`config.mk`:
```
export PLATFORM = sky130hd
export DESIGN_NAME = ssif_write_framer_with_pec_core
export DESIGN_NICKNAME = d
export VERILOG_FILES = /design/src/hdl/swfp_pkg.sv /design/src/hdl/swfp_obuf.sv /design/src/hdl/swfp_seq.sv /design/src/hdl/ssif_write_framer_with_pec_core.sv
export SDC_FILE = /design/constraint.sdc
export NUM_CORES = 1
export LEC_CHECK = 0
export ABC_AREA = 0
export ABC_CLOCK_PERIOD_IN_PS = 5200
export BUFFER_PORTS_ARGS = -buffer_cell sky130_fd_sc_hd__buf_2
export CORE_MARGIN = 8
export CORE_UTILIZATION = 42
export CTS_CLUSTER_DIAMETER = 40
export DETAILED_ROUTE_END_ITERATION = 10
export HOLD_SLACK_MARGIN = 0.1
export PLACE_DENSITY = 0.67
export SLEW_MARGIN = 10
export SYNTH_ARGS = -nofsm -noshare
export SYNTH_HDL_FRONTEND = slang
export SYNTH_SLANG_ARGS = --single-unit
```
`constraint.sdc`:
```
create_clock -name i_clk -period 5.2 [get_ports i_clk]
set_clock_uncertainty 0.2 [all_clocks]
set_input_delay 0.26 -clock i_clk [delete_from_list [all_inputs] [get_ports i_clk]]
set_output_delay 0.26 -clock i_clk [all_outputs]
set_load 0.005 [all_outputs]
```
`src/hdl/swfp_pkg.sv`:
```
// Shared types, constants and the CRC-8 helper for the SSIF write framer.
// Used by swfp_seq, swfp_obuf and ssif_write_framer_with_pec_core.
// No dependencies.
package swfp_pkg;

    // Largest accepted payload length is MAX_LEN - 1.
    localparam int MAX_LEN = 32;
    localparam logic [8:0] LEN_LIMIT = 9'(MAX_LEN);

    localparam int LEN_W  = 5;
    localparam int ADDR_W = 7;

    // Item kinds carried in tuser on the input side.
    localparam logic ACT_START   = 1'b0;
    localparam logic ACT_PAYLOAD = 1'b1;

    // Configuration register indexes.
    localparam logic CFG_SLAVE_ADDR = 1'b0;
    localparam logic CFG_WR_CMD     = 1'b1;

    localparam logic [7:0] CRC_POLY = 8'h07;
    localparam logic [7:0] CRC_INIT = 8'h00;

    typedef struct packed {
        logic             action;
        logic [7:0]       payload_byte;
        logic [5:0]       net_function;
        logic [1:0]       logical_unit;
        logic [7:0]       ipmi_command;
        logic [LEN_W-1:0] payload_length;
    } t_item;

    typedef struct packed {
        logic [7:0] frame_byte;
        logic       is_pec;
        logic       last;
    } t_beat;

    // One byte of CRC-8, MSB first, no reflection.
    function automatic logic [7:0] crc8(input logic [7:0] crc, input logic [7:0] data);
        logic [7:0] v;
        v = crc ^ data;
        for (int b = 0; b < 8; b++) begin
            if (v[7]) begin
                v = {v[6:0], 1'b0} ^ CRC_POLY;
            end else begin
                v = {v[6:0], 1'b0};
            end
        end
        return v;
    endfunction

endpackage

```
`src/hdl/swfp_obuf.sv`:
```
// Output register stage for the framer's byte stream.
// Depends on swfp_pkg for the beat type.
module swfp_obuf (
    input  logic           i_clk,
    input  logic           i_rst_n,
    input  logic           i_valid,
    input  swfp_pkg::t_beat i_beat,
    output logic           o_ready,
    output logic           o_valid,
    output swfp_pkg::t_beat o_beat,
    input  logic           i_ready
);
    import swfp_pkg::*;

    logic  r_valid;
    t_beat r_beat;

    assign o_ready = !r_valid || i_ready;
    assign o_valid = r_valid;
    assign o_beat  = r_beat;

    always_ff @(posedge i_clk) begin
        if (!i_rst_n) begin
            r_valid <= 1'b0;
        end else if (o_ready) begin
            r_valid <= i_valid;
        end
    end

    always_ff @(posedge i_clk) begin
        if (o_ready && i_valid) begin
            r_beat <= i_beat;
        end
    end

endmodule

```
`src/hdl/swfp_seq.sv`:
```
// Item register and byte sequencer: turns each item into its frame bytes,
// one per cycle while the output takes them, and keeps the running PEC
// and the message state. Depends on swfp_pkg.
module swfp_seq (
    input  logic                         i_clk,
    input  logic                         i_rst_n,
    input  logic [swfp_pkg::ADDR_W-1:0]  i_slave_addr,
    input  logic [7:0]                   i_wr_cmd,
    input  logic                         i_in_valid,
    input  swfp_pkg::t_item              i_in_item,
    output logic                         o_in_ready,
    output logic                         o_out_valid,
    output swfp_pkg::t_beat              o_out_beat,
    input  logic                         i_out_ready
);
    import swfp_pkg::*;

    localparam logic [2:0] STEP_0 = 3'd0;
    localparam logic [2:0] STEP_1 = 3'd1;
    localparam logic [2:0] STEP_2 = 3'd2;
    localparam logic [2:0] STEP_3 = 3'd3;
    localparam logic [2:0] STEP_4 = 3'd4;

    logic             r_cur_valid;
    t_item            r_item;
    logic [2:0]       r_step;
    logic [7:0]       r_crc;
    logic [LEN_W-1:0] r_rem;
    logic             r_open;

    logic       is_start;
    logic       reject;
    logic       drop;
    logic       final_step;
    logic       fire;
    logic       done;
    t_beat      beat;
    logic [7:0] crc_base;
    logic [7:0] n_crc;

    always_comb begin
        is_start   = (r_item.action == ACT_START);
        reject     = is_start && ({4'b0, r_item.payload_length} >= LEN_LIMIT);
        drop       = reject || (!is_start && !r_open);
        beat       = '{frame_byte: r_crc, is_pec: 1'b0, last: 1'b0};
        final_step = 1'b0;
        if (is_start) begin
            unique case (r_step)
                STEP_0: beat.frame_byte = i_wr_cmd;
                STEP_1: beat.frame_byte = 8'(r_item.payload_length) + 8'd2;
                STEP_2: beat.frame_byte = {r_item.net_function, r_item.logical_unit};
                STEP_3: begin
                    beat.frame_byte = r_item.ipmi_command;
                    final_step      = (r_item.payload_length != '0);
                end
                STEP_4: begin
                    beat.is_pec = 1'b1;
                    beat.last   = 1'b1;
                    final_step  = 1'b1;
                end
                default: final_step = 1'b1;
            endcase
        end else if (r_step == STEP_0) begin
            beat.frame_byte = r_item.payload_byte;
            final_step      = (r_rem != LEN_W'(1));
        end else begin
            beat.is_pec = 1'b1;
            beat.last   = 1'b1;
            final_step  = 1'b1;
        end

        o_out_valid = r_cur_valid && !drop;
        o_out_beat  = beat;
        fire        = o_out_valid && i_out_ready;
        done        = r_cur_valid && (drop || (fire && final_step));
        o_in_ready  = !r_cur_valid || done;

        // The first header byte restarts the PEC from the write address byte.
        crc_base = (is_start && r_step == STEP_0) ?
                   crc8(CRC_INIT, {i_slave_addr, 1'b0}) : r_crc;
        n_crc    = crc8(crc_base, beat.frame_byte);
    end

    always_ff @(posedge i_clk) begin
        if (!i_rst_n) begin
            r_cur_valid <= 1'b0;
            r_step      <= STEP_0;
            r_crc       <= CRC_INIT;
            r_rem       <= '0;
            r_open      <= 1'b0;
        end else begin
            if (o_in_ready) begin
                r_cur_valid <= i_in_valid;
            end
            if (done) begin
                r_step <= STEP_0;
            end else if (fire) begin
                r_step <= r_step + 3'd1;
            end
            if (fire && !beat.is_pec) begin
                r_crc <= n_crc;
            end
            priority if (fire && beat.is_pec) begin
                r_open <= 1'b0;
                r_rem  <= '0;
            end else if (r_cur_valid && is_start && done) begin
                r_open <= !reject && (r_item.payload_length != '0);
                r_rem  <= reject ? '0 : r_item.payload_length;
            end else if (fire && !is_start) begin
                r_rem <= r_rem - LEN_W'(1);
            end
        end
    end

    always_ff @(posedge i_clk) begin
        if (o_in_ready && i_in_valid) begin
            r_item <= i_in_item;
        end
    end

    // An open message has payload bytes still to come, except while the
    // last payload beat waits for its PEC to leave.
    a_open_has_rem: assert property (@(posedge i_clk) disable iff (!i_rst_n)
        (r_open && !(r_cur_valid && !is_start && r_step != STEP_0)) |-> (r_rem != '0))
        else $error("message open with no bytes remaining");

    // The step counter never runs past the PEC step.
    a_step_range: assert property (@(posedge i_clk) disable iff (!i_rst_n)
        r_cur_valid |-> (r_step <= STEP_4))
        else $error("sequencer step out of range");

    // A dropped or rejected item leaves the item register at once.
    a_drop_frees: assert property (@(posedge i_clk) disable iff (!i_rst_n)
        (r_cur_valid && drop) |-> o_in_ready)
        else $error("dropped item held in item register");

    // Sending the PEC closes the message.
    a_pec_closes: assert property (@(posedge i_clk) disable iff (!i_rst_n)
        (fire && beat.is_pec) |=> !r_open)
        else $error("message still open after PEC");

    // A payload byte is only ever sent inside an open message.
    a_payload_open: assert property (@(posedge i_clk) disable iff (!i_rst_n)
        (fire && !is_start && !beat.is_pec) |-> r_open)
        else $error("payload byte sent outside a message");

endmodule

```
`src/hdl/ssif_write_framer_with_pec_core.sv`:
```
// Top level of the SSIF single-part write framer with SMBus PEC.
// Depends on swfp_pkg, swfp_seq and swfp_obuf.
//
// The block turns a stream of items into the byte frame of an IPMI SSIF
// single-part write. A start beat (tuser = 0) emits the SMBus command
// code, the payload length plus two, the netfn/lun byte and the IPMI
// command; each payload beat (tuser = 1) emits its data byte. After the
// last payload byte, or right after the header when the length is zero,
// the block emits the PEC with tuser and tlast high. The PEC is CRC-8,
// polynomial 0x07, starting from zero, seeded with the write address byte
// and run over every frame byte. A payload beat outside a message is
// dropped, a new start abandons an open message without a PEC, and a
// start whose length is not below MAX_LEN is dropped and closes any open
// message. Each item sits in one item register while its bytes leave
// through a single byte-wide output register, one byte per cycle while
// the consumer takes them. An item makes one byte for an ordinary payload
// beat, two for the final payload beat, four for a start, five for a start
// with an empty payload, and none for a dropped item. The item register
// takes the next beat in the cycle the current item finishes, even while
// its last byte still waits in the output register for the consumer. The user
// must see that configuration is written only while idle; no logic checks it.
module ssif_write_framer_with_pec_core (
    input  logic        i_clk,
    input  logic        i_rst_n,
    // Configuration write port.
    input  logic        i_cfg_wr_en,
    input  logic        i_cfg_idx,
    input  logic [7:0]  i_cfg_data,
    // Input item stream.
    input  logic        i_s_axis_tvalid,
    output logic        o_s_axis_tready,
    // [7:0] payload_byte, [13:8] net_function, [15:14] logical_unit,
    // [23:16] ipmi_command, [28:24] payload_length, [31:29] zero
    input  logic [31:0] i_s_axis_tdata,
    // [0] action
    input  logic        i_s_axis_tuser,
    // Output frame byte stream.
    output logic        o_m_axis_tvalid,
    input  logic        i_m_axis_tready,
    // [7:0] frame_byte
    output logic [7:0]  o_m_axis_tdata,
    // [0] is_pec
    output logic        o_m_axis_tuser,
    output logic        o_m_axis_tlast
);
    import swfp_pkg::*;

    logic [ADDR_W-1:0] r_slave_addr;
    logic [7:0]        r_wr_cmd;

    t_item in_item;
    t_beat seq_beat;
    t_beat out_beat;
    logic  seq_valid;
    logic  obuf_ready;

    // Configuration registers; the write command code is the first frame byte.
    always_ff @(posedge i_clk) begin
        if (!i_rst_n) begin
            r_slave_addr <= ADDR_W'(16);
            r_wr_cmd     <= 8'd2;
        end else if (i_cfg_wr_en) begin
            unique case (i_cfg_idx)
                CFG_SLAVE_ADDR: r_slave_addr <= i_cfg_data[ADDR_W-1:0];
                CFG_WR_CMD:     r_wr_cmd     <= i_cfg_data;
                default:        r_wr_cmd     <= r_wr_cmd;
            endcase
        end
    end

    assign in_item.action         = i_s_axis_tuser;
    assign in_item.payload_byte   = i_s_axis_tdata[7:0];
    assign in_item.net_function   = i_s_axis_tdata[13:8];
    assign in_item.logical_unit   = i_s_axis_tdata[15:14];
    assign in_item.ipmi_command   = i_s_axis_tdata[23:16];
    assign in_item.payload_length = i_s_axis_tdata[28:24];

    swfp_seq u_seq (
        .i_clk        (i_clk),
        .i_rst_n      (i_rst_n),
        .i_slave_addr (r_slave_addr),
        .i_wr_cmd     (r_wr_cmd),
        .i_in_valid   (i_s_axis_tvalid),
        .i_in_item    (in_item),
        .o_in_ready   (o_s_axis_tready),
        .o_out_valid  (seq_valid),
        .o_out_beat   (seq_beat),
        .i_out_ready  (obuf_ready)
    );

    swfp_obuf u_obuf (
        .i_clk   (i_clk),
        .i_rst_n (i_rst_n),
        .i_valid (seq_valid),
        .i_beat  (seq_beat),
        .o_ready (obuf_ready),
        .o_valid (o_m_axis_tvalid),
        .o_beat  (out_beat),
        .i_ready (i_m_axis_tready)
    );

    assign o_m_axis_tdata = out_beat.frame_byte;
    assign o_m_axis_tuser = out_beat.is_pec;
    assign o_m_axis_tlast = out_beat.last;

endmodule

```
Word level (Yosys, flattened, before mapping)
Cells that the tools add are included.
- register bits: 74
- bits of input ports: 47
- output and inout bits: 12
- word-level logic and storage cells: 100
- add/subtract/negate cells: 3
- equality and inequality tests: 5
- muxes and demuxes: 27
- bitwise operators: 20
- reductions and logical operators: 28
- operator list (operator ; number):
    3-bit 2-to-1 mux ; 16
    3-bit NOT ; 16
    8-bit one-hot mux with 4 select lines ; 1
    8-bit 2-to-1 mux ; 2
    1-bit logical AND ; 12
    10-bit 2-to-1 mux ; 1
    5-bit 2-to-1 mux ; 2
    8-bit XOR ; 1
    5-bit by 2-bit adder with 6-bit output, second input constant ; 1
    3-bit by 2-bit == test with 1-bit output, second input constant ; 2
    1-bit zero test ; 5
    5-bit by 1-bit inequality test with 1-bit output, second input constant ; 1
    5-bit nonzero test ; 1
    5-bit by 1-bit subtractor with 5-bit output, second input constant ; 1
    2-bit 2-to-1 mux ; 2
    2-bit AND reduction ; 2
    2-bit OR reduction ; 2
    3-bit by 1-bit adder with 3-bit output, second input constant ; 1
    3-bit by 1-bit == test with 1-bit output, second input constant ; 1
    3-bit == test, second input constant ; 1
    3-bit zero test ; 1
    1-bit logical OR ; 3
    1-bit NOT ; 3
    3-bit OR reduction ; 1
    other kinds (3) ; 4

Depth between registers and ports, before layout
- depth after elaboration: 34
- depth in mapped cells: 11
- mapped depth without buffers: 10

Hierarchy
Synthesis repeated with hierarchy kept, for this count alone.
- cells, all modules: 343
- area, all modules: 3748.6 µm²
- modules (own cells, without submodules) (module ; instances ; cells each ; area each (µm²) ; seq. area each (µm²)):
    swfp_seq ; 1 ; 267 ; 2791.4 ; 1261.2
    ssif_write_framer_with_pec_core ; 1 ; 61 ; 599.3 ; 300.3
    swfp_obuf ; 1 ; 15 ; 357.8 ; 320.3

Worst setup path after synthesis
No wires, ideal clock.
- path kind: register -> register
- start point: register u_seq.r_step[0]
- end point: register u_seq.r_item[0] in the netlist's numbering (enable)
- library setup time: 0.420 ns
- arrival: 2.728 ns
- required time: 4.580 ns
- setup slack: 1.852 ns
- stages on the path, launching flop included: 8
- path buffers: 0
- clock period less this slack: 3.348 ns
- cell sequence: dfxtp_1 inv_1 ha_1 nor2b_2 and3_1 o21ai_0 a21boi_0 nor2b_1
- cells in the longest elaborated chain, start to end: 9
- elaborated cells on any way between the ends: 13
- classes of those cells: eq/ne (3); mux (3); reduce/logical (7)
- RTL lines (item ; line ; source):
    from (decl) ; swfp_seq.sv:26 ; logic [2:0] r_step;
    from (signal assigned) ; swfp_seq.sv:98 ; r_step <= r_step + 3'd1;
    3-bit by 1-bit == test with 1-bit output (tied with other cells) ; swfp_seq.sv:48 ; unique case (r_step)
    3-bit OR reduction (no line) ; n/a ;
    1-bit one-hot mux with 2 select lines ; swfp_seq.sv:48 ;
    1-bit 2-to-1 mux (*) ; swfp_seq.sv:47 ; if (is_start) begin
    1-bit logical AND (*) ; swfp_seq.sv:75 ; done = r_cur_valid && (drop || (fire && final_step));
    1-bit logical OR (*) ; swfp_seq.sv:75 ;
    1-bit logical AND (*) ; swfp_seq.sv:75 ;
    1-bit logical OR (*) ; swfp_seq.sv:76 ; o_in_ready = !r_cur_valid || done;
    1-bit logical AND (*) ; swfp_seq.sv:116 ; if (o_in_ready && i_in_valid) begin
    to (signal assigned) ; swfp_seq.sv:117 ; r_item <= i_in_item;
    to (decl) ; swfp_seq.sv:25 ; t_item r_item;
Every way passes the cells marked *; elsewhere a longest branch is shown, timed or not.
A chain may end at the register's enable or synchronous reset.

Worst setup path in the final report
- start point: register u_seq.r_step[2]
- end point: output port o_s_axis_tready
- cells in the longest elaborated chain, start to end: 8
- elaborated cells on any way between the ends: 12
- classes of those cells: eq/ne (3); mux (3); reduce/logical (6)
- RTL lines (item ; line ; source):
    3-bit by 1-bit == test with 1-bit output (tied with other cells) ; swfp_seq.sv:48 ;
    3-bit OR reduction (no line) ; n/a ;
    1-bit one-hot mux with 2 select lines ; swfp_seq.sv:48 ;
    1-bit 2-to-1 mux (*) ; swfp_seq.sv:47 ;
    1-bit logical AND (*) ; swfp_seq.sv:75 ;
    1-bit logical OR (*) ; swfp_seq.sv:75 ;
    1-bit logical AND (*) ; swfp_seq.sv:75 ;
    1-bit logical OR (*) ; swfp_seq.sv:76 ;
    to (decl) ; ssif_write_framer_with_pec_core.sv:31 ; output logic o_s_axis_tready,
Marked as above.

==> results.json <==
{
  "multi_input_area_um2": 1600,
  "die_w_um": 108,
  "critPathMaxFanout": 16,
  "gp_congestion": 0.864,
  "core_um2": 8260,
  "yosysWarnings": 0,
  "startpoint_type": "flop",
  "setup.worst_path.class": "reg2out",
  "end_kind": "output pin",
  "syn-instance-count": 325,
  "track_usage_pct": 14.7,
  "hold_slack_ns": 0.129,
  "num_io_pins": 59,
  "pwr-share-seq_pct": 44.0,
  "cts.repair.resized": 0,
  "layout_commonest_cell": "buf_2",
  "grt_setup_unrepaired": "no",
  "top_usage_layer": "met2",
  "cts_buffers": 9,
  "period_share_pct": 60.5,
  "grtUsageMet3_pct": 3.21,
  "grt_max_degree": 31,
  "met2_usage_pct": 24.3,
  "synth_edf_count": 39,
  "slew_viol_final": 0,
  "viasPerCell": 5.08,
  "n_fill_cell": 709,
  "hpwl_um": 5620,
  "swShare_pct": 26.4,
  "yosysSeqAreaShare_pct": 51.7,
  "maxCapViolations": 0,
  "cp-startpoint": "u_seq.r_step[2]",
  "place_ws_ns": 2.20,
  "finalCriticalPeriod_ns": 3.14,
  "max_freq_mhz": 318,
  "postRouteAntennaNets": 0,
  "maxSlewHeadroom_pct": 39.7,
  "internal-power_w": 0.00115,
  "status": "finished clean",
  "p_leak_nw": 1.84,
  "dieArea_um2": 11700,
  "synthFlopType": "edfxtp_1",
  "num_vias": 2708,
  "drive_gt1_share_pct": 20.4,
  "routed_wl_um": 8250,
  "power_density_nw_per_um2": 336,
  "cts_tree": "yes",
  "postSynthAreaPerCell_um2": 11.0,
  "num_rows": 33,
  "areaGrowthSynthToFinish_pct": 29.0,
  "cts_buffer_depth": 2,
  "overflow": 0,
  "clock_power_share_pct": 34.9,
  "path_clk_slew_ns": 0.08,
  "ys_seq_elements": 73,
  "port_buffers": 55,
  "hold_violations": 0,
  "initial_core_util_pct": 43.4,
  "hp-class": "in2reg",
  "holdCritStartpoint": "i_rst_n",
  "postSynth.asyncResetShare_pct": 0,
  "drtIter0Drc": 146,
  "reg2reg_from": "u_seq.r_step[2]",
  "grtUsageMet1_pct": 17.3,
  "die_y_um": 108,
  "syn-cell-area_um2": 3580,
  "worst-slew-pin-transition_ns": 0.901,
  "fin_tns_setup_ns": 0,
  "htreeDepth": 3,
  "ys_top_cells_by_area": "edfxtp_1 33%, dfxtp_1 19%, xnor2_1 4.9%",
  "ctsRootBufferMaster": "clkbuf_8",
  "wl_per_cell_um": 15.5,
  "drc": 0,
  "antenna_found_initial": 2,
  "seq_area_um2": 1850,
  "grt_pass1_wl_um": 13500,
  "finalSetupViolCount": 0,
  "post_cts_buffers": 0,
  "arrival_ns": 2.68,
  "firstDrtPassIters": 4,
  "cts_hold_buf": 45,
  "synth.distinct_cells": 55,
  "p_switching_w": 0.000410,
  "layout_common_cells": "55 x buf_2, 45 x dlygate4sd3_1, 39 x edfxtp_1",
  "comb_power_share_pct": 21.0,
  "vdd_drop_max_mv": 0.211,
  "clkLatencyLatePin_ns": 0.35,
  "yosysTopAreaCell": "edfxtp_1",
  "synth_fp_nets": 380,
  "grt_pass1_vias": 2828,
  "synth_top_area_share_pct": 32.7,
  "nets": 476,
  "fin_ws_ns": 2.06,
  "cts.sinks": 73,
  "cp.required_ns": 4.74
}
## layer usage
layer	share of wire [%]	wire length (um)	up-vias
met2	49	4010	73
li1	-	-	1349
met4	3.1	255	0
met1	43	3550	1269
met3	5.2	430	17
met5	0	0	-
## final timing paths
| kind | slack, ns | cells past startpoint | endpoint |
|---|---|---|---|
| max | 2.06 | 7 | o_s_axis_tready |
| max reg2reg | 2.10 | 9 | u_seq.r_crc[3] |
| min reg2reg | 0.28 | 2 | r_wr_cmd[4] |
| min | 0.13 | 2 | r_wr_cmd[1] |
## cell families (layout without fill, tap and decap cells)
kind of cell / count (synthesis) / in the layout / share of synthesized area (%)
AOI/OAI and AO/OA: 71 / 71 / 13.9
xor gates and xnor gates: 36 / 36 / 9.81
adders and majority gates: 8 / 8 / 2.79
buffers and inverters: 33 / 134 / 3.87
DFF: 73 / 73 / 51.7
muxes: 19 / 19 / 5.97
other: 0 / 2 / 0
and+or+nand+nor: 85 / 85 / 12.0
## power by group through the flow
| stage | combinational, W | clock [W] | sequential, W |
|---|---|---|---|
| 2_1_floorplan | 0.000239 | 0 | 0.000686 |
| 3_3_place_gp | 0.000291 | 0 | 0.000697 |
| 3_5_place_dp | 0.000296 | 0 | 0.000699 |
| 4_1_cts | 0.000326 | 0.000551 | 0.000685 |
| 5_1_grt | 0.000359 | 0.000575 | 0.000691 |
| 6_report | 0.000327 | 0.000544 | 0.000686 |
## registers in the layout, indices dropped and copies added, names as in the netlist, 3 cells and up
name	flops
r_wr_cmd	8
r_slave_addr	7
u_seq.r_step	3
u_obuf.o_beat	9
u_seq.r_item	30
u_seq.r_crc	8
u_seq.r_rem	5
## synthesized netlist by cell type, types with 2 or more instances
cell,n
a22o_1,2
nand3_1,16
nand2_1,25
edfxtp_1,39
a31oi_1,2
clkbuf_1,10
buf_2,3
a21oi_1,19
dfxtp_1,34
a211oi_1,3
mux2_1,2
xor2_1,12
mux2i_1,14
o21ai_1,2
a221o_1,4
xnor2_1,20
o21ai_0,6
xor2_2,2
o211ai_1,4
nor2b_1,7
and3_1,3
a21boi_0,9
inv_1,15
ha_1,8
inv_2,2
a21o_1,2
nor2_1,13
a22oi_1,11
or3_1,3
nor3_1,4
nand2b_1,5
## layout make-up
| cell class | count | area share (%) |
|---|---|---|
| flip-flops and latches | 73 | 40.0 |
| multi-input cells | 219 | 34.5 |
| repair buffers | 101 | 15.9 |
| clock buffers | 11 | 3.06 |
| well taps | 105 | 2.84 |
| clock inverters | 5 | 2.22 |
| inverters | 17 | 1.38 |
| diodes | 2 | 0.108 |
## worst max-delay path: stages, from the launching register on
cell	delay (ns)
dfxtp_1	0.68
inv_2	0.13
ha_1	0.36
or3_1	0.39
a21o_1	0.21
a21boi_0	0.36
inv_1	0.07
buf_2	0.13
## stage by stage
step | cell area (um2) | std cells | utilization [%] | power (W)
final | 4630 | 533 | 56.0 | 0.00156
after detailed placement | 3930 | 470 | 47.5 | 0.000995
after global routing | 4630 | 533 | 56.0 | 0.00162
after CTS | 4620 | 531 | 56.0 | 0.00156
after floorplan | 3580 | 325 | - | 0.000925
after global placement | 3930 | 470 | 47.5 | 0.000988
Power figures use the tool's default switching activity.
